[config.mk]
export PLATFORM = sky130hd
export DESIGN_NAME = qte_isqrt
export DESIGN_NICKNAME = d
export VERILOG_FILES = /design/src/rtl/qte_pkg.sv /design/src/rtl/qte_isqrt.sv
export SDC_FILE = /design/constraint.sdc
export NUM_CORES = 2
export LEC_CHECK = 0
export BUFFER_PORTS_ARGS = -buffer_cell sky130_fd_sc_hd__buf_2
export CAP_MARGIN = 10
export CORE_UTILIZATION = 55
export CTS_CLUSTER_DIAMETER = 50
export DETAILED_ROUTE_END_ITERATION = 8
export GPL_TIMING_DRIVEN = 0
export HOLD_SLACK_MARGIN = 0.08
export PLACE_DENSITY = 0.82
export SLEW_MARGIN = 20
export SYNTH_ARGS = -nofsm -noshare
export SYNTH_HDL_FRONTEND = slang
export SYNTH_SLANG_ARGS = --single-unit
[constraint.sdc]
create_clock -name clk -period 5.9 [get_ports clk]
set_clock_uncertainty 0.15 [all_clocks]
set_input_delay 0.295 -clock clk [delete_from_list [all_inputs] [get_ports clk]]
set_output_delay 0.295 -clock clk [all_outputs]
set_load 0.02 [all_outputs]
[src/rtl/qte_pkg.sv]
// Shared types, constants and the arctangent table of the quaternion to Euler angle core.
package qte_pkg;

	localparam int TERM_W     = 35;
	localparam int CORDIC_W   = 37;
	localparam int ISQRT_BITS = 31;
	localparam int ISQRT_IN_W = 2 * ISQRT_BITS;
	localparam int ISQRT_REM_W = ISQRT_BITS + 4;
	localparam int MAG_W      = 30;
	localparam int ATAN_LEN   = 24;
	localparam logic signed [TERM_W-1:0] ONE_Q30 = TERM_W'(64'sd1 <<< 30);

	typedef struct packed {
		logic signed [15:0] quat_w;
		logic signed [15:0] quat_x;
		logic signed [15:0] quat_y;
		logic signed [15:0] quat_z;
	} quat_t;

	typedef struct packed {
		logic signed [15:0] roll_angle;
		logic signed [15:0] pitch_angle;
		logic signed [15:0] yaw_angle;
		logic               pitch_clamped;
	} angles_t;

	typedef struct packed {
		logic signed [TERM_W-1:0] sr;
		logic signed [TERM_W-1:0] cr;
		logic signed [TERM_W-1:0] sp;
		logic signed [TERM_W-1:0] sy;
		logic signed [TERM_W-1:0] cy;
	} terms_t;

	typedef struct packed {
		logic clamped;
		logic negative;
	} clamp_t;

	function automatic logic [31:0] atan_turn(input int unsigned i);
		logic [31:0] v;
		case (i)
			0: v = 32'h20000000;
			1: v = 32'h12E4051E;
			2: v = 32'h09FB385B;
			3: v = 32'h051111D4;
			4: v = 32'h028B0D43;
			5: v = 32'h0145D7E1;
			6: v = 32'h00A2F61E;
			7: v = 32'h00517C55;
			8: v = 32'h0028BE53;
			9: v = 32'h00145F2F;
			10: v = 32'h000A2F98;
			11: v = 32'h000517CC;
			12: v = 32'h00028BE6;
			13: v = 32'h000145F3;
			14: v = 32'h0000A2FA;
			15: v = 32'h0000517D;
			16: v = 32'h000028BE;
			17: v = 32'h0000145F;
			18: v = 32'h00000A30;
			19: v = 32'h00000518;
			20: v = 32'h0000028C;
			21: v = 32'h00000146;
			22: v = 32'h000000A3;
			23: v = 32'h00000051;
			default: v = 32'h0;
		endcase
		return v;
	endfunction

endpackage

[src/rtl/qte_isqrt.sv]
// Pipelined floor integer square root, one result bit per stage.
module qte_isqrt (
	input  logic                               clk,
	input  logic                               arst_n,
	input  logic                               in_valid,
	input  logic [qte_pkg::ISQRT_IN_W-1:0]     radicand,
	output logic                               out_valid,
	output logic [qte_pkg::ISQRT_BITS-1:0]     root
);

	localparam int N  = qte_pkg::ISQRT_BITS;
	localparam int RW = qte_pkg::ISQRT_REM_W;
	localparam int VW = qte_pkg::ISQRT_IN_W;

	logic          vld_s [0:N];
	logic [RW-1:0] rem_s [0:N];
	logic [N-1:0]  root_s [0:N];
	logic [VW-1:0] rad_s [0:N];

	assign vld_s[0]  = in_valid;
	assign rem_s[0]  = '0;
	assign root_s[0] = '0;
	assign rad_s[0]  = radicand;

	for (genvar k = 0; k < N; k++) begin : g_step
		logic [RW-1:0] trial;
		logic [RW-1:0] sub;
		logic          fits;

		assign trial = {rem_s[k][RW-3:0], rad_s[k][VW-1 -: 2]};
		assign sub   = RW'({root_s[k], 2'b01});
		assign fits  = trial >= sub;

		always_ff @(posedge clk or negedge arst_n) begin
			if (!arst_n) begin
				vld_s[k+1] <= 1'b0;
			end else begin
				vld_s[k+1] <= vld_s[k];
			end
		end

		always_ff @(posedge clk) begin
			rem_s[k+1]  <= fits ? trial - sub : trial;
			root_s[k+1] <= {root_s[k][N-2:0], fits};
			rad_s[k+1]  <= rad_s[k] << 2;
		end
	end

	assign out_valid = vld_s[N];
	assign root      = root_s[N];

endmodule

==> key figures <==
Clock tree
  – Root buffer cell: clkbuf_16
  – Clk sink count: 2,399
  – Worst-path clk slew: 0.07 ns
  – Post-CTS Setup Inserts: 0
  – TritonCTS clock tree: yes
  – Clock buffer count from CTS: 232
  – Later-pin clock latency in the skew report: 0.87 ns
  – CTS resizes: 0
  – CTS max path bufs: 3
  – CTS H-Tree Depth: 4

Place
  – Dpl cells: 10,820
  – Dpl ws: 1.422 ns
  – Post-detail-place hpwl: 141,600 um
  – Routability Congestion: ~0.95
  – PortBufs: 96

Logic synthesis
  – Synthesized area: 88,250 sq um
  – Syn Area/Cell: 10.20 sq um
  – Seq/Total Area, Yosys: 54.59%
  – Synth Warn #: 0
  – Share of the synthesized area in the top cell type: 53.71%
  – Synth async-reset ratio: between 1 and 1.5%
  – Netlist cell types: 95
  – Post-synth top area cell: dfxtp_1
  – Predominant post-synthesis flop cell: dfxtp_1
  – Syn nets: roughly 9,200
  – Number of synthesized flops with an enable pin: 0
  – FF+latch count, synth: 2,399
  – Post-Syn Instances: 8,650
  – Top cells by area, synth: dfxtp_1, ha_1, xor2_1

Setup path
  – Critical Path Fanout Max: 10
  – Worst setup EP type: flip-flop
  – Critical path class: flip-flop to flip-flop
  – Critical-path cell list: inv_1 > ha_1 > clkbuf_1 > nand3_1 > a211o_1 > a21o_1 > a211oi_1 > a221oi_1 > o21a_1 > nand2_1 > clkbuf_1 > buf_2 > a21oi_1
  – Worst EP required: 6.46 ns
  – CP peak stage delay: 0.63 ns
  – Critical Path Start Type: flip-flop
  – CP most frequent cell: clkbuf_1
  – Crit path arrival time: around 5.2 ns
  – Critical R2R Launch: g_step[24].sub[6]
  – Critical path's top delay family: compound AO/OA/AOI/OAI gates
  – CP max-delay cell: clkbuf_1
  – Worst Path Buf+Inv: 4
  – Crit. Startpoint: g_step[24].sub[6]

Floorplanning
  – Die width: about 400 um
  – Core ar.: 158,900 sq um
  – Placement row count: about 150
  – # IOs: 97
  – Die H: 402.6 um
  – Full die area: ~160,000 sq um
  – Initial Util: 55.53%

Timing
  – Worst slew pin tran: between 1 and 1.5 ns
  – Setup violators final: 0
  – Final Critical Period: ~4.7 ns
  – Period utilization: between 70% and 80%
  – RSZ-0062 raised after global routing: false
  – Setup_tns: 0 ns
  – Max Fclk: roughly 210 MHz
  – Final Max Tran Viols: 0
  – Final-report hold violation count: 0
  – Relative slew margins: 31.66%
  – Setup ws final: roughly 1.2 ns

Min path
  – Hold Startpoint: rad_s[1159]
  – Hold Crit Class: flip-flop to flip-flop

Detailed routing
  – DRC: 0
  – DRT iter0 DRCs: roughly 4,000
  – Final wirelength: 192,600 um
  – Initial DRT Pass Iterations: 6
  – DR vias/cell: 5.472
  – Vias: a little over 60,000
  – WL/cell: about 17 um
  – Detail Route Antenna Nets: 0

Global routing
  – GRT Total Usage: 23.49%
  – Initial antenna violation count: 2
  – First-pass GRT wire length: ~310,000 um
  – Total gr overflow: 0
  – Largest net degree at the start of global routing: 32
  – Vias in the first global route: slightly above 60,000

Power
  – Worst VDD drop: roughly 0.00035 V
  – P_leak: roughly 47 nW
  – Post-layout power: about 43 mW
  – PD cells: roughly 430 nW/um^2

Layout
  – Final Non-Filler Cells: 11,380
  – ANT cells: 0
  – Final #Nets: ~9,700
  – Area Growth Syn to Fin: 14.43%
  – Layout cells sized above 1: 7.627%

Job
  – Max-cap check violation count: 0

Run status
  – Status: finished, final reports clean
per-stage QoR:
step	util, %	hold WS [ns]	area (sq um)
after global routing	63.54	0.1619	101000
final	63.54	0.1627	101000
after global placement	57.46	0.1595	91330
after detailed placement	57.47	0.1621	91340
after floorplan	-	-0.1506	88250
after CTS	63.54	0.1645	101000
routing by layer:
layer / vias up / wire length (um) / track usage (%)
li1: 30650 / - / -
met1: 29210 / 80300 / 28.02
met2: 1882 / 95220 / 41.81
met3: 526 / 9641 / 3.680
met4: 4 / 7460 / 9.883
met5: - / 18 / 0
cell usage in the layout (no fill, tap or decap), drive strengths merged, types with 19 or more instances in the layout:
master	n
and3	60
nand3	131
nor2	558
mux2	87
clkbuf	453
nand2b	99
nand4	91
o21bai	41
or4	59
bufinv	29
buf	125
nor3	240
dfrtp	31
o21a	113
dlygate4sd3	129
mux2i	20
a21o	226
nor3b	19
xnor2	363
o31ai	36
nor2b	77
ha	528
a21boi	28
clkinv	69
o21ai	423
or3	103
nand3b	20
o211ai	32
xor2	413
a31oi	56
dfxtp	2368
nand2	513
or2	49
inv	696
a211oi	35
and2	47
nor4	114
a21oi	534
worst register-to-register path, stage by stage, from the launching register on:
cell and delay (ns):
dfxtp_1 0.36, inv_1 0.05, ha_1 0.26, clkbuf_1 0.25, nand3_1 0.12, a211o_1 0.28, a21o_1 0.24, a211oi_1 0.56
a221oi_1 0.34, o21a_1 0.34, nand2_1 0.38, clkbuf_1 0.63, buf_2 0.41, a21oi_1 0.15
final cells by class:
| type | count | area, sq um |
|---|---|---|
| Buffer | 176 | 695.7 |
| Multi-Input combinational cell | 5397 | 36840 |
| Timing Repair Buffer | 226 | 1792 |
| Fill cell | 12310 | 57940 |
| Clock inverter | 128 | 1817 |
| Tap cell | 2072 | 2592 |
| Clock buffer | 305 | 6520 |
| Sequential cell | 2399 | 48180 |
| Inverter | 678 | 2545 |
cell usage after synthesis, types with 18 or more instances:
cell type  number
inv_1         674
nor2b_1        77
or3_1         103
ha_1          528
o211ai_1       32
a221oi_1       18
o21ai_0       419
a21boi_0       26
nor4_1        109
o31a_1         18
a21oi_1       534
nand2b_1       99
nand2_1       512
o31ai_1        36
a211oi_1       35
and3_1         60
xnor2_1       363
clkbuf_1      148
o21bai_1       41
nand3b_1       20
nand4_1        91
a21o_1        226
dfxtp_1      2368
a31o_2         18
nor2_1        557
or4_1          54
nand3_1       131
or2_2          47
and2_1         45
dfrtp_1        31
xor2_1        413
nor3_1        237
mux2i_1        20
o21a_1        113
nor3b_1        19
a31oi_1        56
mux2_2         87
sequential cells by signal, indices dropped and copies added, names as in the netlist:
name          cells
g_step.sub      465
g_step.trial   1002
out_valid         1
rad_s           870
root             31
vld_s            30
final timing paths:
check / end / slack (ns) / cells past startpoint
max in group asynchronous: vld_s[6] / 5.11 / 4
min in group asynchronous: vld_s[4] / 0.32 / 4
setup / recovery: g_step[25].trial[20] / 1.25 / 13
hold / removal: rad_s[1099] / 0.16 / 0
setup reg to reg: g_step[25].trial[20] / 1.25 / 13
hold reg to reg: rad_s[1099] / 0.16 / 0
power by group:
part / leakage, nW / switching, mW / internal [mW] / total, mW
Combinational: 23.1 / 3.89 / 3.12 / 7.01
Sequential: 20.2 / 2.00 / 18.8 / 20.8
Clock: 4.08 / 6.33 / 9.15 / 15.5
Total: 47.4 / 12.2 / 31.1 / 43.3
kinds of logic (layout without fill, tap and decap cells):
group	after synthesis	count (layout)	synth area share, %
adders and majority gates	528	528	7.486
AOI/OAI and AO/OA	1743	1743	12.43
DFF	2399	2399	54.59
muxes	107	107	1.337
and+or+nand+nor	2242	2242	12.77
other	1	1	0.004249
buffers and inverters	854	1513	3.672
xor gates and xnor gates	776	776	7.701
what timing repair did:
item	in CTS	in global routing
hold buffers	130	0
endpoints found under the hold margin	95	0
endpoints found under the setup margin	0	0
No activity file was read; power rests on OpenSTA's default activity.
